===== config.mk =====
export PLATFORM = sky130hd
export DESIGN_NAME = phase_aware_session_watchdog
export DESIGN_NICKNAME = d
export VERILOG_FILES = /design/src/design/psw_pkg.sv /design/src/design/psw_in_reg.sv /design/src/design/psw_core.sv /design/src/design/phase_aware_session_watchdog.sv
export SDC_FILE = /design/constraint.sdc
export NUM_CORES = 1
export LEC_CHECK = 0
export ABC_AREA = 0
export BUFFER_PORTS_ARGS = -buffer_cell sky130_fd_sc_hd__buf_4
export CELL_PAD_IN_SITES_DETAIL_PLACEMENT = 0
export CELL_PAD_IN_SITES_GLOBAL_PLACEMENT = 2
export CORE_MARGIN = 5
export CORE_UTILIZATION = 40
export CTS_CLUSTER_SIZE = 25
export DETAILED_ROUTE_END_ITERATION = 6
export PLACE_DENSITY_LB_ADDON = 0.1
export SLEW_MARGIN = 30
export SYNTH_ARGS = -nofsm -noshare
export SYNTH_HDL_FRONTEND = slang
export SYNTH_SLANG_ARGS = --single-unit

===== constraint.sdc =====
create_clock -name clk -period 17.02 [get_ports clk]
set_clock_uncertainty 0.1 [all_clocks]
set_input_delay 0.851 -clock clk [delete_from_list [all_inputs] [get_ports clk]]
set_output_delay 0.851 -clock clk [all_outputs]
set_load 0.005 [all_outputs]

===== src/design/psw_pkg.sv =====
// Package for the phase-aware session watchdog.
// Holds the beat types, function and action codes and the timeout lookup.
// Used by every module in the design folder; depends on nothing.
`default_nettype none

package psw_pkg;

  localparam int unsigned LEAD_W    = 20;
  localparam int unsigned TIMEOUT_W = 19;

  localparam logic [2:0] FUNC_CHECK    = 3'd0;
  localparam logic [2:0] FUNC_KICK     = 3'd1;
  localparam logic [2:0] FUNC_PHASE    = 3'd2;
  localparam logic [2:0] FUNC_APPSTATE = 3'd3;
  localparam logic [2:0] FUNC_CONNECT  = 3'd4;
  localparam logic [2:0] FUNC_DISCONN  = 3'd5;
  localparam logic [2:0] FUNC_COMPLETE = 3'd6;

  localparam logic [1:0] ACT_NONE    = 2'd0;
  localparam logic [1:0] ACT_WARN    = 2'd1;
  localparam logic [1:0] ACT_DROP    = 2'd2;
  localparam logic [1:0] ACT_RESTART = 2'd3;

  localparam logic [2:0] PH_IDLE       = 3'd0;
  localparam logic [2:0] PH_STARTING   = 3'd1;
  localparam logic [2:0] PH_SELECTING  = 3'd2;
  localparam logic [2:0] PH_TYPING     = 3'd3;
  localparam logic [2:0] PH_CLAIM      = 3'd4;
  localparam logic [2:0] PH_SENDING    = 3'd5;
  localparam logic [2:0] PH_CONNECTING = 3'd6;
  localparam logic [2:0] PH_DONE       = 3'd7;

  localparam logic [15:0]         HANDLE_NONE = 16'hFFFF;
  localparam logic [LEAD_W-1:0]   LEAD_RESET  = 20'd10000;

  typedef struct packed {
    logic [2:0]  func;
    logic [31:0] now_ms;
    logic [2:0]  phase_value;
    logic        foreground;
    logic [15:0] link_handle;
  } in_item_t;

  typedef struct packed {
    logic [1:0]           action;
    logic [15:0]          drop_handle;
    logic [TIMEOUT_W-1:0] current_timeout_ms;
    logic [31:0]          idle_ms;
  } out_item_t;

  // Item held in the input stage, passed to the core.
  typedef struct packed {
    logic     vld;
    in_item_t item;
  } staged_t;

  function automatic logic [TIMEOUT_W-1:0] timeout_lookup(input logic [2:0] ph,
                                                          input logic front);
    logic [TIMEOUT_W-1:0] t;
    t = 19'd20000;
    if (front) begin
      case (ph)
        PH_IDLE:       t = 19'd60000;
        PH_STARTING:   t = 19'd60000;
        PH_SELECTING:  t = 19'd180000;
        PH_TYPING:     t = 19'd300000;
        PH_CLAIM:      t = 19'd60000;
        PH_SENDING:    t = 19'd60000;
        PH_CONNECTING: t = 19'd90000;
        PH_DONE:       t = 19'd20000;
        default:       t = 19'd20000;
      endcase
    end else begin
      case (ph)
        PH_IDLE:       t = 19'd20000;
        PH_STARTING:   t = 19'd20000;
        PH_SELECTING:  t = 19'd30000;
        PH_TYPING:     t = 19'd30000;
        PH_CLAIM:      t = 19'd15000;
        PH_SENDING:    t = 19'd20000;
        PH_CONNECTING: t = 19'd30000;
        PH_DONE:       t = 19'd20000;
        default:       t = 19'd20000;
      endcase
    end
    return t;
  endfunction

endpackage

`default_nettype wire


===== src/design/psw_in_reg.sv =====
// Input stage of the watchdog: registers one beat from the input channel.
// Depends on psw_pkg for the beat types.
`default_nettype none

module psw_in_reg import psw_pkg::*; (
  input  wire logic     clk,
  input  wire logic     rst_n,
  input  wire logic     in_valid,
  input  wire in_item_t in_data,
  output logic          in_stall,
  input  wire logic     adv,
  output staged_t       stg
);

  logic     vld_r;
  logic     vld_nxt;
  in_item_t item_r;
  logic     take;

  // The stage refills in the same cycle that its beat moves on.
  assign in_stall = vld_r && !adv;
  assign take     = in_valid && !in_stall;

  always_comb begin
    vld_nxt = vld_r;
    if (take) begin
      vld_nxt = 1'b1;
    end else if (adv) begin
      vld_nxt = 1'b0;
    end
  end

  always_ff @(posedge clk) begin
    if (!rst_n) begin
      vld_r <= 1'b0;
    end else begin
      vld_r <= vld_nxt;
    end
  end

  always_ff @(posedge clk) begin
    if (take) begin
      item_r <= in_data;
    end
  end

  assign stg.vld  = vld_r;
  assign stg.item = item_r;

endmodule

`default_nettype wire


===== src/design/psw_core.sv =====
// Session state and decision logic of the watchdog.
// Updates the state and forms one result per staged beat; depends on psw_pkg.
`default_nettype none

module psw_core import psw_pkg::*; (
  input  wire logic              clk,
  input  wire logic              rst_n,
  input  wire logic              cfg_wr_en,
  input  wire logic [LEAD_W-1:0] cfg_wr_data,
  input  wire staged_t           stg,
  input  wire logic              adv,
  output out_item_t             res
);

  logic [LEAD_W-1:0] lead_r;
  logic [2:0]        phase_r, phase_nxt;
  logic              front_r, front_nxt;
  logic              enabled_r, enabled_nxt;
  logic              link_r, link_nxt;
  logic [15:0]       handle_r, handle_nxt;
  logic [31:0]       last_r, last_nxt;
  logic              warned_r, warned_nxt;

  logic [31:0]          idle;
  logic [TIMEOUT_W-1:0] to_cur;
  logic [32:0]          lead_sum;
  logic                 warn_due;
  logic                 expired;
  logic [1:0]           action;
  in_item_t             it;

  assign it       = stg.item;
  assign idle     = it.now_ms - last_r;
  assign to_cur   = timeout_lookup(phase_r, front_r);
  assign lead_sum = {1'b0, idle} + {13'd0, lead_r};
  assign warn_due = !warned_r && (lead_sum > {14'd0, to_cur}) && (idle < {13'd0, to_cur});
  assign expired  = idle > {13'd0, to_cur};

  always_comb begin
    phase_nxt   = phase_r;
    front_nxt   = front_r;
    enabled_nxt = enabled_r;
    link_nxt    = link_r;
    handle_nxt  = handle_r;
    last_nxt    = last_r;
    warned_nxt  = warned_r;
    action      = ACT_NONE;
    case (it.func)
      FUNC_CHECK: begin
        if (enabled_r && link_r) begin
          if (warn_due) begin
            action     = ACT_WARN;
            warned_nxt = 1'b1;
          end else if (expired) begin
            action     = (handle_r != HANDLE_NONE) ? ACT_DROP : ACT_RESTART;
            last_nxt   = it.now_ms;
            warned_nxt = 1'b0;
          end
        end
      end
      FUNC_KICK: begin
        last_nxt   = it.now_ms;
        warned_nxt = 1'b0;
      end
      FUNC_PHASE: begin
        phase_nxt  = it.phase_value;
        last_nxt   = it.now_ms;
        warned_nxt = 1'b0;
      end
      FUNC_APPSTATE: begin
        front_nxt  = it.foreground;
        last_nxt   = it.now_ms;
        warned_nxt = 1'b0;
      end
      FUNC_CONNECT: begin
        link_nxt    = 1'b1;
        handle_nxt  = it.link_handle;
        front_nxt   = 1'b1;
        phase_nxt   = PH_STARTING;
        enabled_nxt = 1'b1;
        last_nxt    = it.now_ms;
        warned_nxt  = 1'b0;
      end
      FUNC_DISCONN: begin
        link_nxt    = 1'b0;
        handle_nxt  = HANDLE_NONE;
        phase_nxt   = PH_IDLE;
        front_nxt   = 1'b1;
        enabled_nxt = 1'b0;
        last_nxt    = it.now_ms;
        warned_nxt  = 1'b0;
      end
      FUNC_COMPLETE: begin
        enabled_nxt = 1'b0;
        link_nxt    = 1'b0;
      end
      default: begin
      end
    endcase
  end

  // The result reports the handle and timeout as they stand after the beat.
  assign res.action             = action;
  assign res.drop_handle        = handle_nxt;
  assign res.current_timeout_ms = timeout_lookup(phase_nxt, front_nxt);
  assign res.idle_ms            = idle;

  always_ff @(posedge clk) begin
    if (!rst_n) begin
      lead_r    <= LEAD_RESET;
      phase_r   <= PH_IDLE;
      front_r   <= 1'b1;
      enabled_r <= 1'b0;
      link_r    <= 1'b0;
      handle_r  <= HANDLE_NONE;
      last_r    <= 32'd0;
      warned_r  <= 1'b0;
    end else begin
      if (cfg_wr_en) begin
        lead_r <= cfg_wr_data;
      end
      if (adv) begin
        phase_r   <= phase_nxt;
        front_r   <= front_nxt;
        enabled_r <= enabled_nxt;
        link_r    <= link_nxt;
        handle_r  <= handle_nxt;
        last_r    <= last_nxt;
        warned_r  <= warned_nxt;
      end
    end
  end

endmodule

`default_nettype wire


===== src/design/phase_aware_session_watchdog.sv =====
// Session idle watchdog, top level: input stage, decision core, result register.
// Depends on psw_pkg, psw_in_reg and psw_core.
//
// Use: every input beat carries a function code and a millisecond time stamp;
// each beat gives exactly one result beat with the action to take, the held
// handle, the timeout in force and the idle time measured.
// Channels: in_valid/in_stall/in_data in, out_valid/out_stall/out_data out.
// A beat moves at a clock edge where valid is high and stall is low.
// The pre-warning lead is written through cfg_wr_en/cfg_wr_data; the user
// must write it only while idle, as the block itself does not enforce this.
// A result passes the input register, then the result register, before it
// leaves. Throughput: one beat per cycle while out_stall is low, since the
// state update for a beat is two lookups, one subtraction, one addition and
// four compares between the input register and the result register.
// Stall: when out_stall holds a full result register, the input stage holds
// its beat and raises in_stall once it is full; no beat is lost.
// Reset (rst_n low, synchronous): both stages empty, session idle, phase
// idle, foreground, no handle, lead back to 10000 ms.
`default_nettype none

module phase_aware_session_watchdog import psw_pkg::*; (
  input  wire logic              clk,
  input  wire logic              rst_n,
  input  wire logic              in_valid,
  output logic                   in_stall,
  input  wire in_item_t          in_data,
  output logic                   out_valid,
  input  wire logic              out_stall,
  output out_item_t              out_data,
  input  wire logic              cfg_wr_en,
  input  wire logic [LEAD_W-1:0] cfg_wr_data
);

  staged_t   stg;
  out_item_t res;
  logic      adv;
  logic      out_vld_r, out_vld_nxt;
  out_item_t out_data_r;

  // A staged beat moves on whenever the result register is free or emptying.
  assign adv = stg.vld && (!out_vld_r || !out_stall);

  psw_in_reg u_in_reg (
    .clk      (clk),
    .rst_n    (rst_n),
    .in_valid (in_valid),
    .in_data  (in_data),
    .in_stall (in_stall),
    .adv      (adv),
    .stg      (stg)
  );

  psw_core u_core (
    .clk         (clk),
    .rst_n       (rst_n),
    .cfg_wr_en   (cfg_wr_en),
    .cfg_wr_data (cfg_wr_data),
    .stg         (stg),
    .adv         (adv),
    .res         (res)
  );

  always_comb begin
    out_vld_nxt = out_vld_r;
    if (adv) begin
      out_vld_nxt = 1'b1;
    end else if (!out_stall) begin
      out_vld_nxt = 1'b0;
    end
  end

  always_ff @(posedge clk) begin
    if (!rst_n) begin
      out_vld_r <= 1'b0;
    end else begin
      out_vld_r <= out_vld_nxt;
    end
  end

  always_ff @(posedge clk) begin
    if (adv) begin
      out_data_r <= res;
    end
  end

  assign out_valid = out_vld_r;
  assign out_data  = out_data_r;

  // A beat that leaves the input stage always lands in the result register.
  a_adv_lands: assert property (@(posedge clk) disable iff (!rst_n)
    adv |=> out_valid)
    else $error("staged beat did not reach the result register");

  // The input stage only stalls while it holds a beat that cannot move.
  a_stall_full: assert property (@(posedge clk) disable iff (!rst_n)
    in_stall |-> (stg.vld && out_valid && out_stall))
    else $error("input stall without a blocked beat");

  // A disconnect order never names the empty handle.
  a_drop_handle: assert property (@(posedge clk) disable iff (!rst_n)
    (out_valid && out_data.action == ACT_DROP) |-> (out_data.drop_handle != HANDLE_NONE))
    else $error("disconnect ordered without a handle");

  // Nothing is offered on the result side straight after reset.
  a_reset_empty: assert property (@(posedge clk)
    !rst_n |=> !out_valid)
    else $error("result valid after reset");

endmodule

`default_nettype wire

==> flow_metrics.py, run 1 <==
metrics = {
    "route": {
        "antenna_left": 0,
        "met3_length_microns": 1380,
        "dr.pass1.iters": 5,
        "vias_per_cell": 5.21,
        "met1_length_microns": 14600,
        "drcViolationCount": 0,
        "drt_wl_total_microns": 30600,
        "first_iter_violations": 446,
        "vias": 8962,
        "highest_layer": "met4",
        "avgRoutedWirePerCell_microns": 17.8,
        "met2_length_microns": 14000,
    },
    "grt": {
        "grt_usage_pct": 18.1,
        "antenna_found_initial": 0,
        "grt_first_pass_wirelength_microns": 48600,
        "grt_pass1_vias": 8775,
        "overflow": 0,
        "grt_max_degree": 77,
    },
    "placement": {
        "place_area_sq_um": 13200,
        "pre_cts_slack_ps": 10340,
        "numPortBuffers": 147,
        "gp_congestion": 0.849,
        "dp.cells": 1674,
        "hpwl_microns": 22800,
    },
    "power_and_ir_drop": {
        "sw_frac_of_total_pct": 29.3,
        "p_comb_share_pct": 24.5,
        "p_seq_share_pct": 39.8,
        "peakVddDrop_uv": 76.0,
        "p_clk_share_pct": 35.7,
        "internal-power_mw": 1.06,
        "power_density_nw_per_um2": 107,
        "p_sw_uw": 441,
        "power_leakage_nw": 5.75,
    },
    "synthesis": {
        "synth-edff-count": 121,
        "yosysMostFrequentCell": "nand2_1",
        "ys_seq_area_share_pct": 46.5,
        "synth_top_area_share_pct": 30.8,
        "synth-async-reset-ratio_pct": 0,
        "synth_area_per_cell_sq_um": 9.98,
        "synth-seq-cells": 213,
        "synthFlopType": "edfxtp_1",
        "syn-cell-area_sq_um": 11800,
        "synth_area_leaders": "edfxtp_1 (31%), dfxtp_1 (16%), ha_1 (9.1%)",
        "yosys-top-cells-count": "nand2_1 (128), edfxtp_1 (121), dfxtp_1 (92)",
        "yosysTopAreaCell": "edfxtp_1",
        "syn_inst": 1181,
        "yosysUniqueCellTypes": 89,
        "synth_warnings": 0,
    },
    "floorplanning": {
        "rows": 62,
        "start_util_pct": 40.8,
        "coreArea_sq_um": 28900,
        "die_w_microns": 182,
        "die_h_microns": 182,
        "ios": 151,
        "die_area_sq_um": 33000,
    },
    "clock_tree": {
        "post-cts-setup-buffer-count": 0,
        "ctsHoldBuffers": 0,
        "clock-sinks": 213,
        "cts_buffers": 25,
        "path_clk_slew_ps": 60,
        "clk_latency_ps": 520,
        "cts_resized": 0,
        "cts_root_buffer": "clkbuf_16",
        "h-tree-depth": 1,
        "cts.path.max_buffers": 3,
        "cts_tree": "yes",
    },
    "setup_path": {
        "crit_type": "flop to flop",
        "start_kind": "flop",
        "endpoint_kind": "flop",
        "cpMostUsedCell": "a21o_1",
        "cp_slowest_cell": "fa_1",
        "critical_path.max_stage_delay_ps": 400,
        "cp.required_ps": 17190,
        "worst_ep_arrival_time_ps": 6920,
        "cp_max_fo": 5,
    },
    "timing": {
        "max_freq_mhz": 148,
        "finalMaxSlewViolations": 0,
        "min_period_ps": 6750,
        "tightest_slew_ps": 833,
        "finalSetupTns_ps": 0,
        "setup_viol": 0,
        "rsz0062_at_grt": "false",
        "relSlewSlack_pct": 44.5,
        "hold_viol_final": 0,
        "finalCritPeriodShare_pct": 39.6,
        "fin_ws_ps": 10270,
    },
    "status": {
        "status": "finished, final reports clean",
    },
    "layout": {
        "final_cells": 1719,
        "num_antenna_cells": 0,
        "layout.nets": 1485,
        "synthToLayoutAreaGrowth_pct": 19.3,
        "drive_gt1_share_pct": 16.3,
        "design_area_sq_um": 14100,
    },
    "job": {
        "maxCapViolations": 0,
    },
    "min_path": {
        "hp-class": "flop to flop",
    },
}
==> sequential cells by signal (all words and copies together), names as in the netlist, 3 cells and up, named ones only <==
signal and flops:
out_data 66, u_core.handle_r 16, u_core.last_r 32, u_core.lead_r 20, u_core.phase_r 3, u_in_reg.stg 55
==> metrics by stage <==
step	utilization (%)	hold WS [ps]	power (mW)
after floorplan	-	349	0.860
after detailed placement	45.8	384	0.975
after global placement	45.8	375	0.976
final	48.7	388	1.50
after CTS	48.7	371	1.52
after global routing	48.7	384	1.59
==> worst paths after layout <==
kind / start / endpoint / slack (ps) / cells past startpoint
min reg2reg: u_core.handle_r[13] / u_core.handle_r[13] / 390 / 2
max: u_in_reg.stg[20] / out_data[67] / 10270 / 30
min: u_core.handle_r[13] / u_core.handle_r[13] / 390 / 2
max reg2reg: u_in_reg.stg[20] / out_data[67] / 10270 / 30
==> logic make-up after synthesis <==
group           Yosys count  synth area share (%)
other cells               1                0.0318
mux                      55                  4.68
buf+inv                 109                  3.75
flops                   213                  46.5
xor+xnor                 43                  3.26
fa+ha+maj                89                  9.56
simple gates            410                  17.1
compound gates          261                  15.1
==> worst max-delay path, delay by kind of cell, from the launching register on <==
kind | cells | cell delay (ps)
compound gates | 16 | 3280
fa+ha+maj | 4 | 1220
simple gates | 7 | 1050
xor+xnor | 2 | 440
flops | 1 | 350
buf+inv | 1 | 50
==> power groups by stage <==
| stage | clock (mW) | sequential [mW] | combinational, mW |
|---|---|---|---|
| global placement | 0 | 0.609 | 0.367 |
| CTS | 0.555 | 0.598 | 0.370 |
| floorplan | 0 | 0.604 | 0.256 |
| global route | 0.577 | 0.601 | 0.410 |
| finish | 0.536 | 0.598 | 0.368 |
| detailed placement | 0 | 0.609 | 0.366 |
==> layer usage <==
metal,global-route usage [%],up-vias
met5,0,-
met4,3.66,0
met3,3.04,35
met2,29.4,196
met1,25.6,4192
li1,-,4539
==> final cells by class <==
class	count	area [sq um]
multi-input combinational	861	5880
timing repair buffer	153	1150
sequential	213	5480
clock inverter	10	103
tap	384	480
inverter	63	239
fill	2785	14800
clock buffer	35	726
==> cell usage in the layout (no fill, tap or decap), drive strengths merged, types with 18 or more instances in the layout <==
master / count
nand2: 129
dfxtp: 92
nor2: 87
xnor2: 28
a21oi: 64
nor3: 18
nor2b: 60
nand3: 33
o21ai: 63
ha: 86
clkbuf: 35
nand2b: 20
inv: 61
buf: 153
a21o: 31
edfxtp: 121
mux2i: 54
No activity file was read; power rests on OpenSTA's default activity.
==> run 2, diff against run 1 <==
--- a/config.mk
+++ b/config.mk
@@ -10,7 +10,7 @@
 export CELL_PAD_IN_SITES_DETAIL_PLACEMENT = 0
 export CELL_PAD_IN_SITES_GLOBAL_PLACEMENT = 2
 export CORE_MARGIN = 5
-export CORE_UTILIZATION = 40
+export CORE_UTILIZATION = 34
 export CTS_CLUSTER_SIZE = 25
 export DETAILED_ROUTE_END_ITERATION = 6
 export PLACE_DENSITY_LB_ADDON = 0.1
==> constraint.sdc (replaced) <==
create_clock -name clk -period 5.62 [get_ports clk]
set_clock_uncertainty 0.1 [all_clocks]
set_input_delay 0.281 -clock clk [delete_from_list [all_inputs] [get_ports clk]]
set_output_delay 0.281 -clock clk [all_outputs]
set_load 0.005 [all_outputs]
==> flow_metrics.py, run 2 (synthesis gave the netlist of run 1 again) <==
metrics = {
    "setup_path": {
        "critPathLaunch": "u_in_reg.stg[20]",
        "start_kind": "flop",
        "worst_ep_arrival_time_ps": 5860,
        "endpoint_kind": "flop",
        "crit_family": "compound AO/OA/AOI/OAI gates",
        "critical_path.max_stage_delay_ps": 360,
        "rrSetupSlack_ps": -40,
        "crit_type": "flop to flop",
        "cpMostUsedCell": "a21o_1",
        "worst-path-stages": 30,
        "timing.rr.end": "out_data[67]",
        "cp.required_ps": 5830,
        "cp_slowest_cell": "a221o_1",
        "crit_buf_inv": 1,
        "cp_max_fo": 2,
        "crit_path_end": "out_data[67]",
        "rr_worst_depth": 30,
        "r2r_start": "u_in_reg.stg[20]",
    },
    "clock_tree": {
        "cts_buffers": 26,
        "cts.path.max_buffers": 3,
        "clk_latency_ps": 550,
        "clock-sinks": 213,
        "cts_root_buffer": "clkbuf_16",
        "h-tree-depth": 1,
        "path_clk_slew_ps": 60,
        "cts_tree": "yes",
    },
    "route": {
        "vias": 9422,
        "drcViolationCount": 0,
        "avgRoutedWirePerCell_microns": 17.3,
        "drt_wl_total_microns": 33600,
        "dr.pass1.iters": 4,
        "antenna_left": 0,
        "first_iter_violations": 382,
        "vias_per_cell": 4.87,
    },
    "job": {
        "maxCapViolations": 0,
    },
    "timing": {
        "max_freq_mhz": 177,
        "rsz0062_at_grt": "true",
        "min_period_ps": 5660,
        "setup_viol": 2,
        "finalMaxSlewViolations": 0,
        "relSlewSlack_pct": 43.5,
        "tightest_slew_ps": 847,
        "fin_ws_ps": -37.2,
        "hold_viol_final": 0,
        "finalCritPeriodShare_pct": 101,
    },
    "placement": {
        "dp.cells": 1800,
        "place_area_sq_um": 13800,
        "gp_congestion": 0.810,
        "hpwl_microns": 24800,
        "numPortBuffers": 147,
        "pre_cts_slack_ps": -233,
    },
    "layout": {
        "multiInputGateArea_sq_um": 5990,
        "num_antenna_cells": 0,
        "drive_gt1_share_pct": 20.4,
        "largest_reg_flops": 66,
        "synthToLayoutAreaGrowth_pct": 31.8,
        "ff_latch_area_sq_um": 5480,
        "final_cells": 1936,
        "design_area_sq_um": 15500,
        "layout_common_cells": "buf_4 (218), nand2_1 (127), edfxtp_1 (121)",
        "layout.nets": 1629,
        "num-fill-cells": 3376,
        "layout_commonest_cell": "buf_4",
    },
    "floorplanning": {
        "rows": 68,
        "start_util_pct": 34.3,
        "die_area_sq_um": 38500,
        "die_w_microns": 196,
        "coreArea_sq_um": 34400,
        "die_h_microns": 196,
        "ios": 151,
    },
    "grt": {
        "overflow": 0,
        "grt_first_pass_wirelength_microns": 53000,
        "grt_pass1_vias": 9600,
        "grt_max_degree": 77,
        "grt_usage_pct": 17.2,
        "antenna_found_initial": 0,
    },
    "power_and_ir_drop": {
        "power_leakage_nw": 6.41,
        "power_density_nw_per_um2": 306,
        "peakVddDrop_uv": 196,
    },
    "min_path": {
        "hp-class": "primary input to flop",
        "min-delay-start": "cfg_wr_en",
        "holdPathStages": 3,
    },
    "status": {
        "status": "finished with violations",
        "violations": "negative setup slack",
    },
}
run 2: layout make-up:
class	count	share of cell area (%)
multi-input combinational	861	38.6
sequential	213	35.3
timing repair buffer	296	15.6
clock buffer	29	4.33
tap	455	3.67
inverter	63	1.54
clock inverter	19	1.02
run 2: worst min-delay path by stage:
stage	to	slack [ps]
floorplan	u_in_reg.stg[0]	280
global placement	u_in_reg.stg[47]	360
detailed placement	u_in_reg.stg[35]	360
CTS	u_core.lead_r[13]	110
global route	u_core.lead_r[10]	130
finish	u_core.lead_r[13]	130
run 2: stage by stage:
stage               hold WS [ps]  TNS [ps]  power (mW)  utilization (%)
CTS                          108         0        4.80             44.9
detailed placement           360      -347        3.08             40.1
global route                 127      -901        5.05             45.2
finish                       133     -43.9        4.75             45.2
floorplan                    280         0        2.62                -
global placement             360      -141        3.08             40.1
run 2: power by group:
part	switching, mW	leakage (nW)	internal (mW)
clock network	0.669	0.402	0.952
registers	0.0514	1.90	1.76
logic	0.704	4.11	0.615
run 2: worst register-to-register path, delay by kind of cell, from the launching register on:
| kind | cells | cell delay (ps) |
|---|---|---|
| compound gates | 16 | 2740 |
| fa+ha+maj | 4 | 1120 |
| simple gates | 7 | 800 |
| flops | 1 | 350 |
| xor+xnor | 2 | 270 |
| buf+inv | 1 | 50 |
run 2: repair_timing:
action	in CTS	in global routing
buffers inserted	4	7
hold endpoints to repair	77	0
hold buffers	77	0
pin swaps	15	29
resized for setup	9	6
endpoints found under the setup margin	2	16
run 2: per-layer routing:
layer  GRT usage [%]  vias to the layer above  part of all wire (%)
met1            23.1                     4385                    47
met4            4.65                        0                   2.3
met2            28.8                      171                    46
li1                -                     4825                     -
met3            2.61                       41                   4.8
met5               0                        -                     0
